===== src/hw/rtl/pcicfg_pkg.sv =====
// ----------------------------------------------------------------------------
// pcicfg_pkg
// Shared types, offsets and helpers for the PCI type-0 configuration header.
// ----------------------------------------------------------------------------
package pcicfg_pkg;

    // sizing constants
    localparam int unsigned IO_SPAN_BYTES = 44;
    localparam int unsigned HEADER_BYTES  = 64;

    // access commands
    localparam logic CMD_READ  = 1'b0;
    localparam logic CMD_WRITE = 1'b1;

    // access sizes
    localparam logic [1:0] SIZE_BYTE    = 2'd0;
    localparam logic [1:0] SIZE_HALF    = 2'd1;
    localparam logic [1:0] SIZE_DWORD   = 2'd2;
    localparam logic [1:0] SIZE_INVALID = 2'd3;

    // configuration register indexes
    localparam logic [1:0] CFG_ID        = 2'd0;
    localparam logic [1:0] CFG_CLASS     = 2'd1;
    localparam logic [1:0] CFG_SUBSYSTEM = 2'd2;
    localparam logic [1:0] CFG_INTERRUPT = 2'd3;

    localparam logic [31:0] INTERRUPT_RESET = 32'h0000_010e;

    // header dword offsets
    localparam logic [7:0] OFF_ID        = 8'h00;
    localparam logic [7:0] OFF_CMD_STAT  = 8'h04;
    localparam logic [7:0] OFF_CLASS     = 8'h08;
    localparam logic [7:0] OFF_HDR_TYPE  = 8'h0c;
    localparam logic [7:0] OFF_BAR0      = 8'h10;
    localparam logic [7:0] OFF_CARDBUS   = 8'h28;
    localparam logic [7:0] OFF_SUBSYSTEM = 8'h2c;
    localparam logic [7:0] OFF_INTERRUPT = 8'h3c;
    localparam logic [7:0] DWORD_ALIGN   = 8'hfc;

    // reserved bits plus unsupported command enables
    localparam logic [31:0] CMD_UNSUPPORTED = 32'h0000_fbfa;

    localparam logic [31:0] ALL_ONES = 32'hffff_ffff;

    // bit length of the io span, capped at 31
    function automatic int unsigned span_bits(input int unsigned span);
        int unsigned v;
        int unsigned n;
        v = span;
        n = 0;
        for (int i = 0; i < 31; i++) begin
            if (v != 0) begin
                v = v >> 1;
                n = n + 1;
            end
        end
        return n;
    endfunction

    localparam int unsigned  SPAN_BITS    = span_bits(IO_SPAN_BYTES);
    localparam logic [31:0]  SPAN_LOWMASK = 32'((64'd1 << SPAN_BITS) - 64'd1);
    localparam logic [31:0]  BAR_SIZE_MASK = (ALL_ONES ^ SPAN_LOWMASK) | 32'd1;

    // header limit, one bit wider than the offset so 256 fits
    localparam logic [8:0] HEADER_LIMIT = 9'(HEADER_BYTES);

    // access width mask
    function automatic logic [31:0] size_mask(input logic [1:0] sz);
        logic [31:0] m;
        unique case (sz)
            SIZE_BYTE: m = 32'h0000_00ff;
            SIZE_HALF: m = 32'h0000_ffff;
            default:   m = ALL_ONES;
        endcase
        return m;
    endfunction

    typedef struct packed {
        logic        command;
        logic [7:0]  offset;
        logic [1:0]  access_size;
        logic [31:0] write_data;
    } access_t;

    typedef struct packed {
        logic [31:0] read_data;
        logic        disconnect;
        logic        io_base_valid;
        logic [15:0] io_base;
    } result_t;

endpackage


===== src/hw/rtl/pcicfg_regs.sv =====
// ----------------------------------------------------------------------------
// pcicfg_regs
// Header register file: read mux, byte-merged writes, command and BAR0 actions.
// ----------------------------------------------------------------------------
module pcicfg_regs
    import pcicfg_pkg::*;
(
    input  logic        clk,
    input  logic        rst_n,
    input  logic        cfg_we,
    input  logic [1:0]  cfg_index,
    input  logic [31:0] cfg_wdata,
    input  logic        fire,
    input  access_t     acc,
    output result_t     res
);

    logic [31:0] id_reg,        id_next;
    logic [31:0] class_reg,     class_next;
    logic [31:0] subsystem_reg, subsystem_next;
    logic [31:0] interrupt_reg, interrupt_next;
    logic [31:0] cmd_stat_reg,  cmd_stat_next;
    logic [31:0] hdr_type_reg,  hdr_type_next;
    logic [31:0] bar0_reg,      bar0_next;
    logic [31:0] cardbus_reg,   cardbus_next;

    logic [7:0]  dw_off;
    logic [31:0] mask;
    logic [31:0] dword;
    logic [31:0] old_val;
    logic [31:0] merged;
    logic        is_write;

    assign dw_off   = acc.offset & DWORD_ALIGN;
    assign mask     = size_mask(acc.access_size);
    assign is_write = fire && (acc.command == CMD_WRITE) && (acc.access_size != SIZE_INVALID);

    // header dword read mux
    always_comb
    begin
        unique case (dw_off)
            OFF_ID:        dword = id_reg;
            OFF_CMD_STAT:  dword = cmd_stat_reg;
            OFF_CLASS:     dword = class_reg;
            OFF_HDR_TYPE:  dword = hdr_type_reg;
            OFF_BAR0:      dword = bar0_reg;
            OFF_CARDBUS:   dword = cardbus_reg;
            OFF_SUBSYSTEM: dword = subsystem_reg;
            OFF_INTERRUPT: dword = interrupt_reg;
            default:       dword = 32'd0;
        endcase
    end

    // byte merge of write data into the addressed dword
    assign old_val = dword;
    assign merged  = (old_val & ~mask) | (acc.write_data & mask);

    // configuration writes
    always_comb
    begin
        id_next        = id_reg;
        class_next     = class_reg;
        subsystem_next = subsystem_reg;
        interrupt_next = interrupt_reg;
        if (cfg_we)
        begin
            unique case (cfg_index)
                CFG_ID:        id_next        = cfg_wdata;
                CFG_CLASS:     class_next     = cfg_wdata;
                CFG_SUBSYSTEM: subsystem_next = cfg_wdata;
                CFG_INTERRUPT: interrupt_next = cfg_wdata;
                default:       id_next        = id_reg;
            endcase
        end
    end

    // request processing and result
    always_comb
    begin
        cmd_stat_next     = cmd_stat_reg;
        hdr_type_next     = hdr_type_reg;
        bar0_next         = bar0_reg;
        cardbus_next      = cardbus_reg;
        res.read_data     = 32'd0;
        res.disconnect    = 1'b0;
        res.io_base_valid = 1'b0;
        res.io_base       = 16'd0;

        if (acc.command == CMD_READ)
        begin
            priority if (acc.access_size == SIZE_INVALID)
                res.read_data = ALL_ONES;
            else if ({1'b0, dw_off} >= HEADER_LIMIT)
                res.read_data = mask;
            else
                res.read_data = dword & mask;
        end

        if (is_write)
        begin
            unique case (dw_off)
                OFF_CMD_STAT:
                begin
                    res.disconnect = (merged[15:0] == 16'd0);
                    cmd_stat_next  = merged & ~CMD_UNSUPPORTED;
                end
                OFF_HDR_TYPE:
                    hdr_type_next = merged;
                OFF_BAR0:
                begin
                    priority if (merged == ALL_ONES)
                        bar0_next = BAR_SIZE_MASK;
                    else if (merged != 32'd0)
                    begin
                        bar0_next         = {merged[31:2], 2'b01};
                        res.io_base_valid = 1'b1;
                        res.io_base       = {merged[15:2], 2'b00};
                    end
                    else
                        bar0_next = merged;
                end
                OFF_CARDBUS:
                    cardbus_next = merged;
                default:
                    cardbus_next = cardbus_reg;
            endcase
        end
    end

    // register update
    always_ff @(posedge clk or negedge rst_n)
    begin
        if (!rst_n)
        begin
            id_reg        <= 32'd0;
            class_reg     <= 32'd0;
            subsystem_reg <= 32'd0;
            interrupt_reg <= INTERRUPT_RESET;
            cmd_stat_reg  <= 32'd0;
            hdr_type_reg  <= 32'd0;
            bar0_reg      <= 32'd0;
            cardbus_reg   <= 32'd0;
        end
        else
        begin
            id_reg        <= id_next;
            class_reg     <= class_next;
            subsystem_reg <= subsystem_next;
            interrupt_reg <= interrupt_next;
            cmd_stat_reg  <= cmd_stat_next;
            hdr_type_reg  <= hdr_type_next;
            bar0_reg      <= bar0_next;
            cardbus_reg   <= cardbus_next;
        end
    end

endmodule


===== src/hw/rtl/pci_config_space_with_bar_sizing.sv =====
// ----------------------------------------------------------------------------
// pci_config_space_with_bar_sizing
// PCI type-0 configuration header for an I/O device with BAR0 sizing.
// ----------------------------------------------------------------------------
// Pipeline: a request is accepted into the input register, then the result register.
// Throughput: one request per cycle while rsp_stall is low; header registers
// update as a request moves from the input register into the result register.
// Reset: rst_n clears pipeline valids and the header state; interrupt_word
// resets to 0x10E, the other read-only words to zero.
module pci_config_space_with_bar_sizing
    import pcicfg_pkg::*;
(
    input  logic        clk,
    input  logic        rst_n,

    input  logic        req_valid,
    output logic        req_stall,
    input  logic        command,
    input  logic [7:0]  offset,
    input  logic [1:0]  access_size,
    input  logic [31:0] write_data,

    output logic        rsp_valid,
    input  logic        rsp_stall,
    output logic [31:0] read_data,
    output logic        disconnect,
    output logic        io_base_valid,
    output logic [15:0] io_base,

    input  logic        cfg_we,
    input  logic [1:0]  cfg_index,
    input  logic [31:0] cfg_wdata
);

    logic    in_vld_reg;
    access_t in_reg;
    logic    out_vld_reg;
    result_t out_reg;
    result_t res;
    logic    out_load;
    logic    move;
    logic    take;

    // flow control
    assign out_load  = !out_vld_reg || !rsp_stall;
    assign move      = in_vld_reg && out_load;
    assign req_stall = in_vld_reg && !out_load;
    assign take      = req_valid && !req_stall;

    // input register
    always_ff @(posedge clk or negedge rst_n)
    begin
        if (!rst_n)
            in_vld_reg <= 1'b0;
        else if (take)
            in_vld_reg <= 1'b1;
        else if (move)
            in_vld_reg <= 1'b0;
    end

    always_ff @(posedge clk)
    begin
        if (take)
            in_reg <= '{command: command, offset: offset,
                        access_size: access_size, write_data: write_data};
    end

    // header registers and access logic
    pcicfg_regs u_regs (
        .clk       (clk),
        .rst_n     (rst_n),
        .cfg_we    (cfg_we),
        .cfg_index (cfg_index),
        .cfg_wdata (cfg_wdata),
        .fire      (move),
        .acc       (in_reg),
        .res       (res)
    );

    // result register
    always_ff @(posedge clk or negedge rst_n)
    begin
        if (!rst_n)
            out_vld_reg <= 1'b0;
        else if (out_load)
            out_vld_reg <= move;
    end

    always_ff @(posedge clk)
    begin
        if (move)
            out_reg <= res;
    end

    assign rsp_valid     = out_vld_reg;
    assign read_data     = out_reg.read_data;
    assign disconnect    = out_reg.disconnect;
    assign io_base_valid = out_reg.io_base_valid;
    assign io_base       = out_reg.io_base;

endmodule


===== config.mk =====
export PLATFORM = sky130hd
export DESIGN_NAME = pci_config_space_with_bar_sizing
export DESIGN_NICKNAME = d
export VERILOG_FILES = /design/src/hw/rtl/pcicfg_pkg.sv /design/src/hw/rtl/pcicfg_regs.sv /design/src/hw/rtl/pci_config_space_with_bar_sizing.sv
export SDC_FILE = /design/constraint.sdc
export NUM_CORES = 1
export LEC_CHECK = 0
export BUFFER_PORTS_ARGS = -buffer_cell sky130_fd_sc_hd__buf_2
export CAP_MARGIN = 20
export CELL_PAD_IN_SITES_DETAIL_PLACEMENT = 1
export CELL_PAD_IN_SITES_GLOBAL_PLACEMENT = 1
export CORE_UTILIZATION = 52
export DETAILED_ROUTE_END_ITERATION = 7
export HOLD_SLACK_MARGIN = 0.08
export PLACE_DENSITY_LB_ADDON = 0.08
export SYNTH_ARGS = -nofsm -noshare
export SYNTH_HDL_FRONTEND = slang
export SYNTH_SLANG_ARGS = --single-unit

===== constraint.sdc =====
create_clock -name clk -period 5.9 [get_ports clk]
set_clock_uncertainty 0.1 [all_clocks]
set_input_delay 1.18 -clock clk [delete_from_list [all_inputs] [get_ports clk]]
set_output_delay 1.18 -clock clk [all_outputs]
set_load 0.05 [all_outputs]

==> flow_summary.json <==
{
  "outcome": "finished, final reports clean",
  "grt_pass1_vias": 10984,
  "root_buffer": "clkbuf_16",
  "yosys.cell_types.count": 73,
  "antenna_found_initial": 2,
  "crit_path_end_kind": "flop",
  "setup-violations-final": 0,
  "grt_max_degree": 104,
  "drv_cap": 0,
  "num_rows": 60,
  "finalCriticalPeriod_ps": 4770,
  "ys_async_sr_fraction": 0.734,
  "rsz0062_at_grt": "false",
  "drt-initial-drc-count": 1140,
  "relSlewSlack": 0.221,
  "core-area_um2": 27300,
  "worst_pin_slew_ps": 1170,
  "ys_warn_count": 0,
  "h-tree-depth": 2,
  "dieArea_um2": 28700,
  "fp.dieW_um": 169,
  "initial_utilization": 0.535,
  "io_pins": 134,
  "nets": 1371,
  "drive_above_1_share": 0.329,
  "grt_usage": 0.319,
  "drtPass1Iterations": 6,
  "fin_crit_sh": 0.808,
  "yosys.area.top_type": "dfrtp_1",
  "synth.avg_cell_area_um2": 12.5,
  "cts_resized": 0,
  "final_area_um2": 16900,
  "dp_hpwl_um": 28900,
  "critPathRequiredTime_ps": 6050,
  "finalWorstSetupSlack_ps": 1130,
  "synth_top_cells_by_count": "241 x dfrtp_1, 166 x mux2_2, 125 x nand2_1",
  "synth_edf_count": 89,
  "cts_buffers": 37,
  "pre_cts_ws_ps": 1230,
  "ys_seq_elements": 334,
  "fp.dieH_um": 169,
  "worstPathArrival_ps": 4920,
  "area_delta_synth_final_pct": 15.7,
  "final-hold-violation-count": 0,
  "grt.overflow.total": 0,
  "dpl-instance-area_um2": 15600,
  "hold_ws_ps": 378,
  "slew_viol_final": 0,
  "routedWlPerCell_um": 26.1,
  "cts_buffer_depth": 3,
  "worstPathMaxFanout": 19,
  "max_freq_mhz": 210,
  "clock-sinks": 334,
  "post-cts-setup-buffers": 0,
  "synth_area_um2": 14600,
  "routed_wirelength_um": 44100,
  "yosys.area.top_type_share": 0.414,
  "port_buffers": 129,
  "grt_pass1_wl_um": 67700,
  "drc_errors": 0,
  "ir_drop_mv": 0.194,
  "synth_ff_type": "dfrtp_1",
  "hold_path_class": "flop to flop",
  "routabilityCongestion": 0.861,
  "ant_nets": 0,
  "worst_skew_pair.late_latency_ps": 530,
  "yosysSeqAreaShare": 0.605,
  "power_leakage_nw": 7.23,
  "largest_register_ffs": 41,
  "synth.area.top_cells": "dfrtp_1 41%, edfxtp_1 18%, mux2_2 13%",
  "criticalPathCategory": "flop to flop",
  "vias": 10489,
  "final.setup.tns_ps": 0,
  "cts_tree": "done",
  "via_per_inst": 6.21,
  "powerDensity_nw_per_um2": 346,
  "total_power_mw": 5.83,
  "path_clk_slew_ps": 60,
  "n_antenna_cell": 0,
  "worstSetupStartpointType": "flop",
  "postSynthCellCount": 1164,
  "synth_most_common_cell": "dfrtp_1",
  "fillers": 2678,
  "hold_buffers": 0
}
-- where the power goes --
part	internal, mW	total, mW	switching [mW]
Combinational	0.288	0.714	0.426
Clock	1.38	2.31	0.925
Sequential	2.65	2.81	0.156
Total	4.32	5.83	1.51
-- path summary, 6_finish.rpt --
path                                               from                       to  slack [ps]  depth (start not counted)
max in group asynchronous                         rst_n      u_regs.bar0_reg[15]        3790                          2
worst max-delay path                         in_reg[38]               io_base[3]        1130                          8
min in group asynchronous                         rst_n  u_regs.cmd_stat_reg[26]         560                          1
worst min register to register  u_regs.cmd_stat_reg[27]  u_regs.cmd_stat_reg[27]         380                          2
worst min-delay path            u_regs.cmd_stat_reg[27]  u_regs.cmd_stat_reg[27]         380                          2
worst max register to register               in_reg[38]               io_base[3]        1130                          8
-- through the flow --
step / instances / util
2_1_floorplan: 1165 / -
3_3_place_gp: 1620 / 0.573
3_5_place_dp: 1620 / 0.573
4_1_cts: 1688 / 0.618
5_1_grt: 1690 / 0.619
6_report: 1690 / 0.619
-- critical path, cell delays in order (launching register included) --
cell and delay [ps]:
edfxtp_1 990, nor4b_4 370, and2_1 950, a21oi_1 250
a31o_1 410, or4_1 560, nor3_2 220, and3_1 500
nor2_1 120
-- kinds of logic (layout without fill, tap and decap cells) --
family | after synthesis | after routing | synth area share
DFF | 334 | 334 | 0.605
and+or+nand+nor | 321 | 321 | 0.111
AOI/OAI and AO/OA | 216 | 216 | 0.0952
muxes | 205 | 205 | 0.161
buffers and inverters | 87 | 240 | 0.0281
other | 1 | 2 | 0.000257
-- metal layers --
layer	track usage	part of all wire	vias to the layer above
met1	0.459	0.44	5459
met5	0	0.00052	-
li1	-	-	4516
met2	0.477	0.45	433
met4	0.0971	0.023	4
met3	0.0830	0.084	77
-- cell type report --
type	instances	area, um2	area share
Clock buffer	53	1100	0.0652
Clock inverter	15	124	0.00735
Inverter	6	22.5	0.00134
Multi-Input combinational cell	744	5390	0.320
Sequential cell	334	8810	0.523
Tap cell	372	465	0.0276
Timing Repair Buffer	166	947	0.0562
-- placed cells by master, fill, tap and decap left out, types with 11 or more instances in the layout --
master / synthesis / layout
nand2b_1: 13 / 13
buf_4: 8 / 34
a221oi_1: 14 / 14
nand2_1: 125 / 125
o21ai_0: 86 / 86
mux2i_1: 32 / 32
nor3_1: 12 / 12
edfxtp_1: 89 / 89
dfrtp_1: 241 / 241
nand4_1: 11 / 11
and3_1: 16 / 16
mux2_2: 166 / 166
buf_2: 12 / 128
nor2_1: 49 / 49
clkbuf_16: 0 / 39
nand3_1: 34 / 33
a21oi_1: 41 / 41
No activity file was read; power rests on OpenSTA's default activity.
